$ cat config.mk
export PLATFORM = sky130hd
export DESIGN_NAME = multi_slot_deadline_watchdog
export DESIGN_NICKNAME = d
export VERILOG_FILES = /design/src/hw/rtl/msdw_pkg.sv /design/src/hw/rtl/msdw_ram.sv /design/src/hw/rtl/msdw_ctrl.sv /design/src/hw/rtl/msdw_dp.sv /design/src/hw/rtl/multi_slot_deadline_watchdog.sv
export SDC_FILE = /design/constraint.sdc
export NUM_CORES = 2
export LEC_CHECK = 0
export BUFFER_PORTS_ARGS = -buffer_cell sky130_fd_sc_hd__clkbuf_2
export CAP_MARGIN = 15
export CELL_PAD_IN_SITES_DETAIL_PLACEMENT = 0
export CELL_PAD_IN_SITES_GLOBAL_PLACEMENT = 1
export CORE_ASPECT_RATIO = 1.5
export CORE_MARGIN = 2
export CORE_UTILIZATION = 49
export DETAILED_ROUTE_END_ITERATION = 8
export HOLD_SLACK_MARGIN = 0.02
export MAX_ROUTING_LAYER = met4
export PLACE_DENSITY = 0.78
export SETUP_SLACK_MARGIN = 0.2
export SYNTH_ARGS = -nofsm -noshare
export SYNTH_HDL_FRONTEND = slang
export SYNTH_SLANG_ARGS = --single-unit
$ cat constraint.sdc
create_clock -name clk -period 5.34 [get_ports clk]
set_input_delay 1.068 -clock clk [delete_from_list [all_inputs] [get_ports clk]]
set_output_delay 1.068 -clock clk [all_outputs]
set_load 0.01 [all_outputs]
$ cat src/hw/rtl/msdw_pkg.sv
`timescale 1ns / 1ps
package msdw_pkg;

    localparam logic [2:0] OP_REGISTER   = 3'd0;
    localparam logic [2:0] OP_UNREGISTER = 3'd1;
    localparam logic [2:0] OP_TICK       = 3'd2;
    localparam logic [2:0] OP_STOP_RECV  = 3'd3;
    localparam logic [2:0] OP_SET_LIFE   = 3'd4;
    localparam logic [2:0] OP_SCAN       = 3'd5;

    localparam logic [1:0] CAUSE_NONE     = 2'd0;
    localparam logic [1:0] CAUSE_DEADLINE = 2'd1;
    localparam logic [1:0] CAUSE_RECV     = 2'd2;

    localparam logic [4:0]  MAX_OUT    = 5'd16;
    localparam logic [15:0] TIMEOUT_RST = 16'd10;
    localparam logic [15:0] CNT_MAX    = 16'hFFFF;

    typedef struct packed {
        logic [2:0]  opcode;
        logic [21:0] owner_id;
        logic [15:0] deadline_ticks;
        logic        watched;
        logic [15:0] life_value;
    } in_beat_t;

    typedef struct packed {
        logic        status;
        logic [3:0]  slot_index;
        logic [21:0] expired_id;
        logic [1:0]  cause;
        logic [15:0] old_lifetime;
        logic [4:0]  free_slots;
        logic        last;
    } out_beat_t;

    typedef struct packed {
        logic [21:0] owner;
        logic [15:0] lifetime;
        logic [15:0] deadline;
        logic [15:0] recv_delay;
        logic        recv_stopped;
        logic        watched;
    } slot_rec_t;

    typedef struct packed {
        logic capture;
        logic walk_start;
        logic emit_phase;
        logic reg_do;
        logic resp;
        logic fin_free;
    } dp_cmd_t;

    typedef struct packed {
        logic walk_done;
        logic any_expired;
    } dp_stat_t;

endpackage

$ cat src/hw/rtl/msdw_ram.sv
`timescale 1ns / 1ps
module msdw_ram #(
    parameter int WIDTH = 72,
    parameter int DEPTH = 16
) (
    input  logic                     clk,
    input  logic                     we,
    input  logic [$clog2(DEPTH)-1:0] waddr,
    input  logic [WIDTH-1:0]         wdata,
    input  logic [$clog2(DEPTH)-1:0] raddr,
    output logic [WIDTH-1:0]         rdata
);

    logic [WIDTH-1:0] mem [DEPTH];
    logic [WIDTH-1:0] rdata_reg;

    always_ff @(posedge clk)
    begin
        if (we)
        begin
            mem[waddr] <= wdata;
        end
        rdata_reg <= mem[raddr];
    end

    assign rdata = rdata_reg;

endmodule

$ cat src/hw/rtl/msdw_ctrl.sv
`timescale 1ns / 1ps
module msdw_ctrl (
    input  logic               clk,
    input  logic               rst_n,
    input  logic               start,
    input  logic [2:0]         opcode,
    input  msdw_pkg::dp_stat_t stat,
    output msdw_pkg::dp_cmd_t  cmd,
    output logic               busy
);

    typedef enum logic [2:0] {
        S_IDLE,
        S_REG,
        S_WALK,
        S_CHK,
        S_EMIT,
        S_RESP
    } state_t;

    state_t state_reg;
    state_t state_next;
    logic   scan_reg;
    logic   scan_next;

    always_comb
    begin
        state_next = state_reg;
        scan_next  = scan_reg;
        cmd        = '0;
        case (state_reg)
            S_IDLE:
            begin
                if (start)
                begin
                    cmd.capture = 1'b1;
                    scan_next   = (opcode == msdw_pkg::OP_SCAN);
                    case (opcode)
                        msdw_pkg::OP_REGISTER:
                        begin
                            state_next = S_REG;
                        end
                        msdw_pkg::OP_UNREGISTER, msdw_pkg::OP_TICK, msdw_pkg::OP_STOP_RECV,
                        msdw_pkg::OP_SET_LIFE, msdw_pkg::OP_SCAN:
                        begin
                            cmd.walk_start = 1'b1;
                            state_next     = S_WALK;
                        end
                        default:
                        begin
                            state_next = S_RESP;
                        end
                    endcase
                end
            end
            S_REG:
            begin
                cmd.reg_do = 1'b1;
                state_next = S_RESP;
            end
            S_WALK:
            begin
                if (stat.walk_done)
                begin
                    state_next = S_CHK;
                end
            end
            S_CHK:
            begin
                cmd.fin_free = 1'b1;
                if (scan_reg && stat.any_expired)
                begin
                    cmd.walk_start = 1'b1;
                    cmd.emit_phase = 1'b1;
                    state_next     = S_EMIT;
                end
                else
                begin
                    state_next = S_RESP;
                end
            end
            S_EMIT:
            begin
                if (stat.walk_done)
                begin
                    state_next = S_IDLE;
                end
            end
            S_RESP:
            begin
                cmd.resp   = 1'b1;
                state_next = S_IDLE;
            end
            default:
            begin
                state_next = S_IDLE;
            end
        endcase
    end

    always_ff @(posedge clk or negedge rst_n)
    begin
        if (!rst_n)
        begin
            state_reg <= S_IDLE;
            scan_reg  <= 1'b0;
        end
        else
        begin
            state_reg <= state_next;
            scan_reg  <= scan_next;
        end
    end

    assign busy = (state_reg != S_IDLE);

    a_capture_idle: assert property (@(posedge clk) disable iff (!rst_n)
        cmd.capture |-> !busy)
        else $error("capture while busy");
    a_emit_after_chk: assert property (@(posedge clk) disable iff (!rst_n)
        (state_reg == S_EMIT) |-> ($past(state_reg) == S_EMIT || $past(state_reg) == S_CHK))
        else $error("emit pass entered out of order");
    a_resp_then_idle: assert property (@(posedge clk) disable iff (!rst_n)
        cmd.resp |=> !busy)
        else $error("single response did not end the operation");

endmodule

$ cat src/hw/rtl/msdw_dp.sv
`timescale 1ns / 1ps
module msdw_dp #(
    parameter int SLOTS = 16
) (
    input  logic                clk,
    input  logic                rst_n,
    input  msdw_pkg::in_beat_t  req,
    input  logic                cfg_we,
    input  logic [15:0]         cfg_wdata,
    input  msdw_pkg::dp_cmd_t   cmd,
    output msdw_pkg::dp_stat_t  stat,
    output logic                result_valid,
    output msdw_pkg::out_beat_t result
);

    localparam int IW = (SLOTS > 1) ? $clog2(SLOTS) : 1;
    localparam int CW = $clog2(SLOTS + 1);
    localparam int RW = $bits(msdw_pkg::slot_rec_t);

    msdw_pkg::in_beat_t  op_reg;
    logic [15:0]         timeout_reg;
    logic [SLOTS-1:0]    valid_reg;
    logic [SLOTS-1:0]    valid_next;
    logic [CW-1:0]       free_cnt_reg;
    logic [CW-1:0]       free_cnt_next;
    logic                rd_on_reg;
    logic [IW-1:0]       rd_idx_reg;
    logic                ex_vld_reg;
    logic [IW-1:0]       ex_idx_reg;
    logic                phase2_reg;
    logic [4:0]          exp_cnt_reg;
    logic [4:0]          exp_cnt_next;
    logic [4:0]          emit_cnt_reg;
    logic [4:0]          emit_cnt_next;
    logic [4:0]          fin_free_reg;
    logic                found_reg;
    logic                found_next;
    logic                res_status_reg;
    logic                res_status_next;
    logic [3:0]          res_idx_reg;
    logic [3:0]          res_idx_next;
    logic [15:0]         res_life_reg;
    logic [15:0]         res_life_next;
    logic                out_vld_reg;
    logic                out_vld_next;
    msdw_pkg::out_beat_t out_reg;
    msdw_pkg::out_beat_t out_next;

    logic                ram_we;
    logic [IW-1:0]       ram_waddr;
    msdw_pkg::slot_rec_t ram_wdata;
    msdw_pkg::slot_rec_t rec;
    logic [RW-1:0]       ram_rdata;

    logic                free_any;
    logic [IW-1:0]       free_idx;
    logic                ex_occ;
    logic                is_lookup;
    logic [1:0]          ex_cause;
    logic [7:0]          fin_sum;

    msdw_ram #(
        .WIDTH(RW),
        .DEPTH(SLOTS)
    ) u_ram (
        .clk  (clk),
        .we   (ram_we),
        .waddr(ram_waddr),
        .wdata(ram_wdata),
        .raddr(rd_idx_reg),
        .rdata(ram_rdata)
    );

    assign rec = msdw_pkg::slot_rec_t'(ram_rdata);

    always_comb
    begin
        free_any = 1'b0;
        free_idx = '0;
        for (int i = 0; i < SLOTS; i++)
        begin
            if (!valid_reg[i] && !free_any)
            begin
                free_any = 1'b1;
                free_idx = IW'(i);
            end
        end
    end

    assign ex_occ    = ex_vld_reg && valid_reg[ex_idx_reg];
    assign is_lookup = (op_reg.opcode == msdw_pkg::OP_UNREGISTER)
                    || (op_reg.opcode == msdw_pkg::OP_STOP_RECV)
                    || (op_reg.opcode == msdw_pkg::OP_SET_LIFE);

    always_comb
    begin
        ex_cause = msdw_pkg::CAUSE_NONE;
        if (ex_occ && (rec.owner > 22'd1) && rec.watched)
        begin
            if (rec.deadline < rec.lifetime)
            begin
                ex_cause = msdw_pkg::CAUSE_DEADLINE;
            end
            else if (!rec.recv_stopped && (rec.recv_delay > timeout_reg))
            begin
                ex_cause = msdw_pkg::CAUSE_RECV;
            end
        end
    end

    assign fin_sum = 8'(free_cnt_reg) + 8'(exp_cnt_reg);

    always_comb
    begin
        valid_next      = valid_reg;
        free_cnt_next   = free_cnt_reg;
        exp_cnt_next    = exp_cnt_reg;
        emit_cnt_next   = emit_cnt_reg;
        found_next      = found_reg;
        res_status_next = res_status_reg;
        res_idx_next    = res_idx_reg;
        res_life_next   = res_life_reg;
        out_vld_next    = 1'b0;
        out_next        = out_reg;
        ram_we          = 1'b0;
        ram_waddr       = ex_idx_reg;
        ram_wdata       = rec;

        if (cmd.capture)
        begin
            exp_cnt_next    = '0;
            emit_cnt_next   = '0;
            found_next      = 1'b0;
            res_status_next = (req.opcode > msdw_pkg::OP_SCAN);
            res_idx_next    = '0;
            res_life_next   = '0;
        end

        if (cmd.reg_do)
        begin
            if ((op_reg.owner_id != '0) && free_any)
            begin
                ram_we                 = 1'b1;
                ram_waddr              = free_idx;
                ram_wdata.owner        = op_reg.owner_id;
                ram_wdata.lifetime     = '0;
                ram_wdata.deadline     = op_reg.deadline_ticks;
                ram_wdata.recv_delay   = '0;
                ram_wdata.recv_stopped = 1'b0;
                ram_wdata.watched      = op_reg.watched;
                valid_next[free_idx]   = 1'b1;
                free_cnt_next          = free_cnt_reg - CW'(1);
                res_idx_next           = 4'(free_idx);
            end
            else
            begin
                res_status_next = 1'b1;
            end
        end

        if (ex_occ && (op_reg.opcode == msdw_pkg::OP_TICK))
        begin
            ram_we = 1'b1;
            if (rec.lifetime != msdw_pkg::CNT_MAX)
            begin
                ram_wdata.lifetime = rec.lifetime + 16'd1;
            end
            if (!rec.recv_stopped && (rec.recv_delay != msdw_pkg::CNT_MAX))
            begin
                ram_wdata.recv_delay = rec.recv_delay + 16'd1;
            end
        end

        if (ex_occ && is_lookup && !found_reg && (rec.owner == op_reg.owner_id))
        begin
            found_next   = 1'b1;
            res_idx_next = 4'(ex_idx_reg);
            case (op_reg.opcode)
                msdw_pkg::OP_UNREGISTER:
                begin
                    res_life_next          = rec.lifetime;
                    valid_next[ex_idx_reg] = 1'b0;
                    free_cnt_next          = free_cnt_reg + CW'(1);
                end
                msdw_pkg::OP_STOP_RECV:
                begin
                    ram_we                 = 1'b1;
                    ram_wdata.recv_stopped = 1'b1;
                end
                msdw_pkg::OP_SET_LIFE:
                begin
                    ram_we             = 1'b1;
                    ram_wdata.lifetime = op_reg.life_value;
                end
                default:
                begin
                    found_next = found_reg;
                end
            endcase
        end

        if ((op_reg.opcode == msdw_pkg::OP_SCAN) && (ex_cause != msdw_pkg::CAUSE_NONE))
        begin
            if (!phase2_reg)
            begin
                if (exp_cnt_reg < msdw_pkg::MAX_OUT)
                begin
                    exp_cnt_next = exp_cnt_reg + 5'd1;
                end
            end
            else if (emit_cnt_reg < exp_cnt_reg)
            begin
                emit_cnt_next           = emit_cnt_reg + 5'd1;
                valid_next[ex_idx_reg]  = 1'b0;
                free_cnt_next           = free_cnt_reg + CW'(1);
                out_vld_next            = 1'b1;
                out_next.status         = 1'b0;
                out_next.slot_index     = 4'(ex_idx_reg);
                out_next.expired_id     = rec.owner;
                out_next.cause          = ex_cause;
                out_next.old_lifetime   = '0;
                out_next.free_slots     = fin_free_reg;
                out_next.last           = ((emit_cnt_reg + 5'd1) == exp_cnt_reg);
            end
        end

        if (cmd.resp)
        begin
            out_vld_next          = 1'b1;
            out_next.status       = res_status_reg || (is_lookup && !found_reg);
            out_next.slot_index   = res_idx_reg;
            out_next.expired_id   = '0;
            out_next.cause        = msdw_pkg::CAUSE_NONE;
            out_next.old_lifetime = res_life_reg;
            out_next.free_slots   = 5'(free_cnt_reg);
            out_next.last         = 1'b1;
        end
    end

    always_ff @(posedge clk or negedge rst_n)
    begin
        if (!rst_n)
        begin
            timeout_reg    <= msdw_pkg::TIMEOUT_RST;
            valid_reg      <= '0;
            free_cnt_reg   <= CW'(SLOTS);
            rd_on_reg      <= 1'b0;
            rd_idx_reg     <= '0;
            ex_vld_reg     <= 1'b0;
            ex_idx_reg     <= '0;
            phase2_reg     <= 1'b0;
            exp_cnt_reg    <= '0;
            emit_cnt_reg   <= '0;
            fin_free_reg   <= '0;
            found_reg      <= 1'b0;
            res_status_reg <= 1'b0;
            res_idx_reg    <= '0;
            res_life_reg   <= '0;
            out_vld_reg    <= 1'b0;
        end
        else
        begin
            if (cfg_we)
            begin
                timeout_reg <= cfg_wdata;
            end
            valid_reg      <= valid_next;
            free_cnt_reg   <= free_cnt_next;
            exp_cnt_reg    <= exp_cnt_next;
            emit_cnt_reg   <= emit_cnt_next;
            found_reg      <= found_next;
            res_status_reg <= res_status_next;
            res_idx_reg    <= res_idx_next;
            res_life_reg   <= res_life_next;
            out_vld_reg    <= out_vld_next;
            if (cmd.fin_free)
            begin
                fin_free_reg <= fin_sum[4:0];
            end
            ex_vld_reg <= rd_on_reg;
            ex_idx_reg <= rd_idx_reg;
            if (cmd.walk_start)
            begin
                rd_on_reg  <= 1'b1;
                rd_idx_reg <= '0;
                phase2_reg <= cmd.emit_phase;
            end
            else if (rd_on_reg)
            begin
                if (rd_idx_reg == IW'(SLOTS - 1))
                begin
                    rd_on_reg <= 1'b0;
                end
                else
                begin
                    rd_idx_reg <= rd_idx_reg + IW'(1);
                end
            end
        end
    end

    always_ff @(posedge clk)
    begin
        out_reg <= out_next;
        if (cmd.capture)
        begin
            op_reg <= req;
        end
    end

    assign stat.walk_done   = ex_vld_reg && (ex_idx_reg == IW'(SLOTS - 1));
    assign stat.any_expired = (exp_cnt_reg != '0);
    assign result_valid     = out_vld_reg;
    assign result           = out_reg;

    a_free_count: assert property (@(posedge clk) disable iff (!rst_n)
        ($countones(valid_reg) + int'(free_cnt_reg)) == SLOTS)
        else $error("free count out of step with occupied slots");
    a_emit_bound: assert property (@(posedge clk) disable iff (!rst_n)
        emit_cnt_reg <= exp_cnt_reg)
        else $error("more expirations emitted than counted");
    a_last_quiet: assert property (@(posedge clk) disable iff (!rst_n)
        (out_vld_reg && out_reg.last) |=> !out_vld_reg)
        else $error("result beat after last");

endmodule

$ cat src/hw/rtl/multi_slot_deadline_watchdog.sv
`timescale 1ns / 1ps
// Table of SLOTS watchdog slots kept in one RAM and walked one slot per cycle.
// Register needs no table walk; unregister, tick, stop and set lifetime walk
// the whole table; a scan counts expirations in one walk and, when any slot
// expired, frees and reports them in a second walk. Each result beat is on
// result for exactly one cycle with result_valid high and cannot be held off;
// the beats of one scan come during the second walk, not always in adjacent
// cycles, and last marks the final one. start is taken only while busy is low.
module multi_slot_deadline_watchdog #(
    parameter int SLOTS = 16
) (
    input  logic                clk,
    input  logic                rst_n,
    input  logic                start,
    output logic                busy,
    input  msdw_pkg::in_beat_t  req,
    input  logic                cfg_we,
    input  logic [15:0]         cfg_wdata,
    output logic                result_valid,
    output msdw_pkg::out_beat_t result
);

    msdw_pkg::dp_cmd_t  cmd;
    msdw_pkg::dp_stat_t stat;

    msdw_ctrl u_ctrl (
        .clk   (clk),
        .rst_n (rst_n),
        .start (start),
        .opcode(req.opcode),
        .stat  (stat),
        .cmd   (cmd),
        .busy  (busy)
    );

    msdw_dp #(
        .SLOTS(SLOTS)
    ) u_dp (
        .clk         (clk),
        .rst_n       (rst_n),
        .req         (req),
        .cfg_we      (cfg_we),
        .cfg_wdata   (cfg_wdata),
        .cmd         (cmd),
        .stat        (stat),
        .result_valid(result_valid),
        .result      (result)
    );

endmodule

---- Word level (Yosys, flattened, before mapping) ----
Memory sizes are Yosys's and may differ from the RTL's. A register that Yosys moved wholly into a read port is not among the register bits.
Index checks and enable logic that the tools add are counted.
word-level totals
  bits in registers ....................... 199
  bits in latches ......................... 0
  memory bits (writable) .................. 1152
  ROM bits ................................ 0
  input port bits ......................... 78
  output and inout bits ................... 53
  word-level logic and storage cells ...... 287
  memories kept ........................... 1
memory list
  name            depth  width  rd ports  clocked after Yosys merged registers in  wr ports  RTL line        RTL
  u_dp.u_ram.mem  16     72     1         1                                        1         msdw_ram.sv:14  logic [WIDTH-1:0] mem [DEPTH];
operators by class
  $add $sub $neg .......................... 8
  multipliers ............................. 0
  div/mod/pow operators ................... 0
  order comparisons ....................... 10
  equal/unequal tests ..................... 26
  shifts and indexed selects .............. 0
  muxes and demuxes ....................... 123
  bitwise operators ....................... 4
  reduce and logical (&&, ||, !) cells .... 85
operators by type and width
  kind                                                                   number
  16-bit 2-to-1 mux                                                      16
  51-bit 2-to-1 mux                                                      4
  72-bit 2-to-1 mux                                                      2
  5-bit 2-to-1 mux                                                       15
  4-bit 2-to-1 mux                                                       17
  1-bit 2-to-1 mux                                                       49
  16-bit by 1-bit adder with 16-bit output, second input constant        2
  16-bit bitwise AND                                                     2
  16-bit != test, second input constant                                  2
  1-bit logical AND                                                      31
  1-bit logical NOT                                                      31
  22-bit == test                                                         1
  22-bit by 1-bit > comparator with 1-bit output, second input constant  1
  22-bit nonzero test                                                    1
  3-bit 2-to-1 mux                                                       7
  3-bit by 2-bit == test with 1-bit output, second input constant        6
  3-bit == test, second input constant                                   6
  16-bit > comparator                                                    1
  16-bit < comparator                                                    1
  16-bit NOT                                                             1
  16-bit bitwise OR                                                      1
  5-bit by 1-bit adder with 5-bit output, second input constant          3
  3-bit case mux with 5 select lines                                     1
  2-bit 2-to-1 mux                                                       7
  26 further kinds                                                       48

---- Logic depth before layout (Yosys ltp) ----
  depth after elaboration ................. 59
  gate-level depth with buffers ........... 13
  depth with buffers taken out ............ 10

---- Modules after synthesis ----
From an unflattened synthesis, not the netlist that was laid out.
second synthesis, totals
  cell total of the unflattened synthesis .. 2956
  area, all modules ....................... 55552.0 sq um
by module, submodules not included
  module     instances  cells an instance  area each (sq um)  sequential area each (sq um)
  msdw_ram   1          1850               44551.5            36034.6
  msdw_dp    1          1073               10710.3            5178.7
  msdw_ctrl  1          33                 290.3              100.1

---- Worst setup path before layout ----
No wires, ideal clock.
  path type ............................... flip-flop to flip-flop
  from .................................... register u_dp.op_reg[41] (netlist name)
  to ...................................... memory u_dp.u_ram.mem[2][0], enable pin
  setup time .............................. 0.502 ns
  data arrival time ....................... 5.270 ns
  data required time ...................... 4.838 ns
  setup slack ............................. -0.433 ns
  cell stages (with the launch flop) ...... 9
  buffers on the path ..................... 0
  period minus slack after synthesis ...... 5.773 ns
  cells stage by stage .................... edfxtp_1 xor2_1 nor4_1 nand2_1 or4b_1 nor3b_2 a22o_1 a22oi_1 nor2_1
on the way
  word-level cells in the longest chain between the ends .. 9
  elaborated cells on any way between the ends .. 13
  classes of those cells .................. eq/ne: 1; mux: 9; reduce/logical: 3
ends and longest elaborated chain
  what                                    RTL line        RTL
  start, declared                         msdw_dp.sv:20   msdw_pkg::in_beat_t op_reg;
  start signal, assigned                  msdw_dp.sv:307  op_reg <= req;
  22-bit nonzero test                     msdw_dp.sv:141  if ((op_reg.owner_id != '0) && free_any)
  1-bit logical AND                       msdw_dp.sv:141
  1-bit 2-to-1 mux                        msdw_dp.sv:141
  1-bit 2-to-1 mux                        msdw_dp.sv:139  if (cmd.reg_do)
  1-bit 2-to-1 mux                        msdw_dp.sv:161  if (ex_occ && (op_reg.opcode == msdw_pkg::OP_TICK))
  1-bit 2-to-1 mux                        msdw_dp.sv:178  case (op_reg.opcode)
  1-bit 2-to-1 mux                        msdw_dp.sv:174  if (ex_occ && is_lookup && !found_reg && (rec.owner == op_reg.owner_id))
  1-bit 2-to-1 mux                        msdw_ram.sv:19  if (we)
  1-bit 2-to-1 mux (not written as such)  msdw_ram.sv:21  mem[waddr] <= wdata;
  end, declared                           msdw_ram.sv:14
Several ways; a longest one is shown, not always the timed one.

==> run summary <==
Reg2Reg Setup Slack: 0.66 ns
Multiplexer share of the synthesized area: 15.48%
Via count: 28170
Final std cell area, no fill: 0.06250 sq mm
Count leader, synth: edfxtp_1
Initial DRC count: 3164
Initial antenna violation count: 2
Number of synthesized register bits: 1423
Post-DR vias/cell: 6.104
Yosys warns: 0
Area fraction in compound gates after synthesis: 2.489%
Post-synthesis net count: 2993
DR pass1 iterations: 5
H-tree levels: 3
Status: finished clean
FMAX: 213.9 MHz
Largest net degree at the start of global routing: 117
Post-DP HPWL: 74110 microns
Net Sw Frac: 30.86%
Die Ht: 416.2 microns
Combinational Power Share: 26.7%
Clock network fraction of total power: 26.0%
Fin nets: 3180
Worst r2r dst: u_dp.u_ram.mem[8][39]$_DFFE_PP_
Overflow after GRT: 0
Rel. slew slack: 20.04%
PortBufs: 130
Die width: 278.8 microns
Mapped Cells: 2866
Clock latency at the later pin of the worst-skew pair: 0.77 ns
R2R depth: 11
Total chip power: 35.16 mW
Max-slew violation count: 0
Longest Clk Path Bufs: 3
Largest family of logic cells by synthesized area: multiplexers
Sequential area share after synthesis: 74.43%
Avg Cell Area, Syn: 19.37 sq um
Post-synth top area share: 66.87%
Post-Synth XOR/XNOR Area: 0.7101%
Worst EP required: 5.74 ns
Die area: 0.1160 sq mm
Core area: 0.1126 sq mm
Initial core utilization: 49.29%
Drt total wl: 131800 microns
Crit Path Category: register to register
Synth Area in Adders: 1.118%
Crit path from: u_dp.ex_idx_reg[0]$_DFF_PN0_
Area Growth Syn to Fin: 12.60%
Antenna-violating nets left: 0
Clock sinks: 1423
Post-DR wirelength/cell: 28.57 microns
Placer Congestion: 0.9443
Clk slew on worst S/H paths: 0.06 ns
Filler cells: 8417
Num ports: 131
Setup crit end kind: register
Row count: 151
Final Setup Violations: 0
Clock Skew: 0.04107 ns
Peak VDD IR: 340.1 uV
First-pass GRT wire length: 194100 microns
Count of final hold-check violations: 0
Final period util: 87.56%
R2R Path Start: u_dp.ex_idx_reg[0]$_DFF_PN0_
Psw: 10.85 mW
Netlist cell types: 72
Crit path max fanout: 16
Static Leakage: 20.81 nW
Placement Cell Area: 0.05836 sq mm
Maxcap violations: 0
Power per cell area: 562.5 mW/mm^2
Sequential power share: 47.3%
Critical path data arrival time: 5.07 ns
Clock Tree Root: clkbuf_16
Async SR Flop Fraction: 6.325%
Primary FF master, synth: edfxtp_1
Largest register FFs: 1152
Pint: 24.31 mW
CP Launch Type: register
Total GRT Usage: 23.60%
Post-Syn Area: 0.05551 sq mm
EDFF count, synth: 1236
Post-synth top cells: edfxtp_1 (1236), mux4_2 (364), nand2_1 (233)
Simple-gate share of the synthesized area: 4.420%
Hold Buf Count CTS: 0
Ranking of synthesized cells by area: edfxtp_1 (67%), mux4_2 (15%), dfrtp_1 (3.9%)
Minimum clock period: 4.676 ns
Layout cell share with drive strength beyond 1: 25.32%
Clock tree from TritonCTS: yes
Post-CTS Setup Repair Bufs: 0
Num CTS Buffers: 120
Min-Delay Path Class: input port to asynchronous set/reset pin
DRC violations left: 0
# resized after CTS: 0
Vias in the first global route: 29420
Actual slew at the worst max-slew pin: 1.199 ns
Multi-input gate area: 0.01358 sq mm
Cell taking the most area after synthesis: edfxtp_1
Register Area: 0.04133 sq mm
RSZ-0062 raised after global routing: no
critical path: stages, from the launching register on:
cell and delay, ns:
dfrtp_1 0.68, mux4_2 0.58, a22o_1 0.26, o21ai_1 0.54, buf_4 0.30, a31oi_1 0.06
buf_4 0.20, nor2_1 0.45, buf_4 0.24, o21a_1 0.13, a31oi_1 0.05, a21oi_1 0.84
power groups by stage:
stage               registers, mW  clock network, mW  logic, mW
floorplan                    16.0                  0       6.88
global placement             16.8                  0       9.03
detailed placement           16.9                  0       9.42
CTS                          16.6               9.28       9.47
global route                 16.8               9.66       10.2
finish                       16.6               9.12       9.39
per-layer routing:
| layer | wire length (microns) | GRT usage, % | part of all wire, % |
|---|---|---|---|
| met1 | 51150 | 29.90 | 39 |
| met2 | 68960 | 39.98 | 52 |
| met3 | 8152 | 3.169 | 6.2 |
| met4 | 3570 | 7.080 | 2.7 |
| met5 | 0 | - | 0 |
logic make-up after synthesis:
group,after synthesis
compound gates,231
fa+ha+maj,49
flops,1423
xor+xnor,45
buf+inv,190
mux,402
simple gates,526
layout make-up:
cell class / count / area share, %
diodes: 1 / 0.004004
clock buffers: 148 / 5.117
clock inverters: 81 / 1.499
inverters: 58 / 0.3503
multi-input cells: 1253 / 21.73
flip-flops and latches: 1423 / 66.12
well taps: 1453 / 2.909
repair buffers: 197 / 2.266
stage by stage:
step	hold slack (ns)	instances	TNS, ns	setup WS, ns	util (%)
after floorplan	0.3537	2866	-489.81	-0.4326	-
after global placement	0.3615	4383	0	0.9733	51.83
after detailed placement	0.3982	4384	0	0.8019	51.83
final	0.3885	4614	0	0.6645	55.51
after CTS	0.3846	4613	0	0.7312	55.50
after global routing	0.4047	4614	0	0.3823	55.51
cells in the final DEF, fill, tap and decap left out, drive strengths merged, types with 4 or more instances in the layout:
master    synthesis  routed
bufinv            0      16
or2               6       6
clkbuf           97     277
nand2           233     233
edfxtp         1236    1236
o21a             11      11
xor2             27      27
nand2b           13      13
or4               4       4
nor3             18      18
inv              58      64
buf              35      68
and3             16      16
ha               48      48
dfrtp            87      87
nor4             17      17
a21oi            61      61
dfxtp            97      97
a22o              5       5
nor3b             9       9
a21o              9       9
nor2b             6       6
a22oi             5       5
and2             29      29
nand4            18      18
mux4            364     364
clkinv            0      49
and4              5       5
xnor2            18      18
mux2i            31      31
a211oi            7       7
nand3            53      53
o21ai            91      91
a31oi            14      14
mux2              7       7
nor2             90      90
clkinvlp          0      10
how the worst max path moves through the flow:
stage / endpoint / depth (start not counted)
final: u_dp.u_ram.mem[8][39]$_DFFE_PP_ / 11
after global routing: u_dp.u_ram.mem[2][39]$_DFFE_PP_ / 11
after CTS: u_dp.u_ram.mem[2][39]$_DFFE_PP_ / 11
after detailed placement: u_dp.u_ram.mem[8][39]$_DFFE_PP_ / 11
after global placement: u_dp.u_ram.mem[5][9]$_DFFE_PP_ / 10
after floorplan: u_dp.u_ram.mem[2][0]$_DFFE_PP_ / 8
No activity file was read; power rests on OpenSTA's default activity.
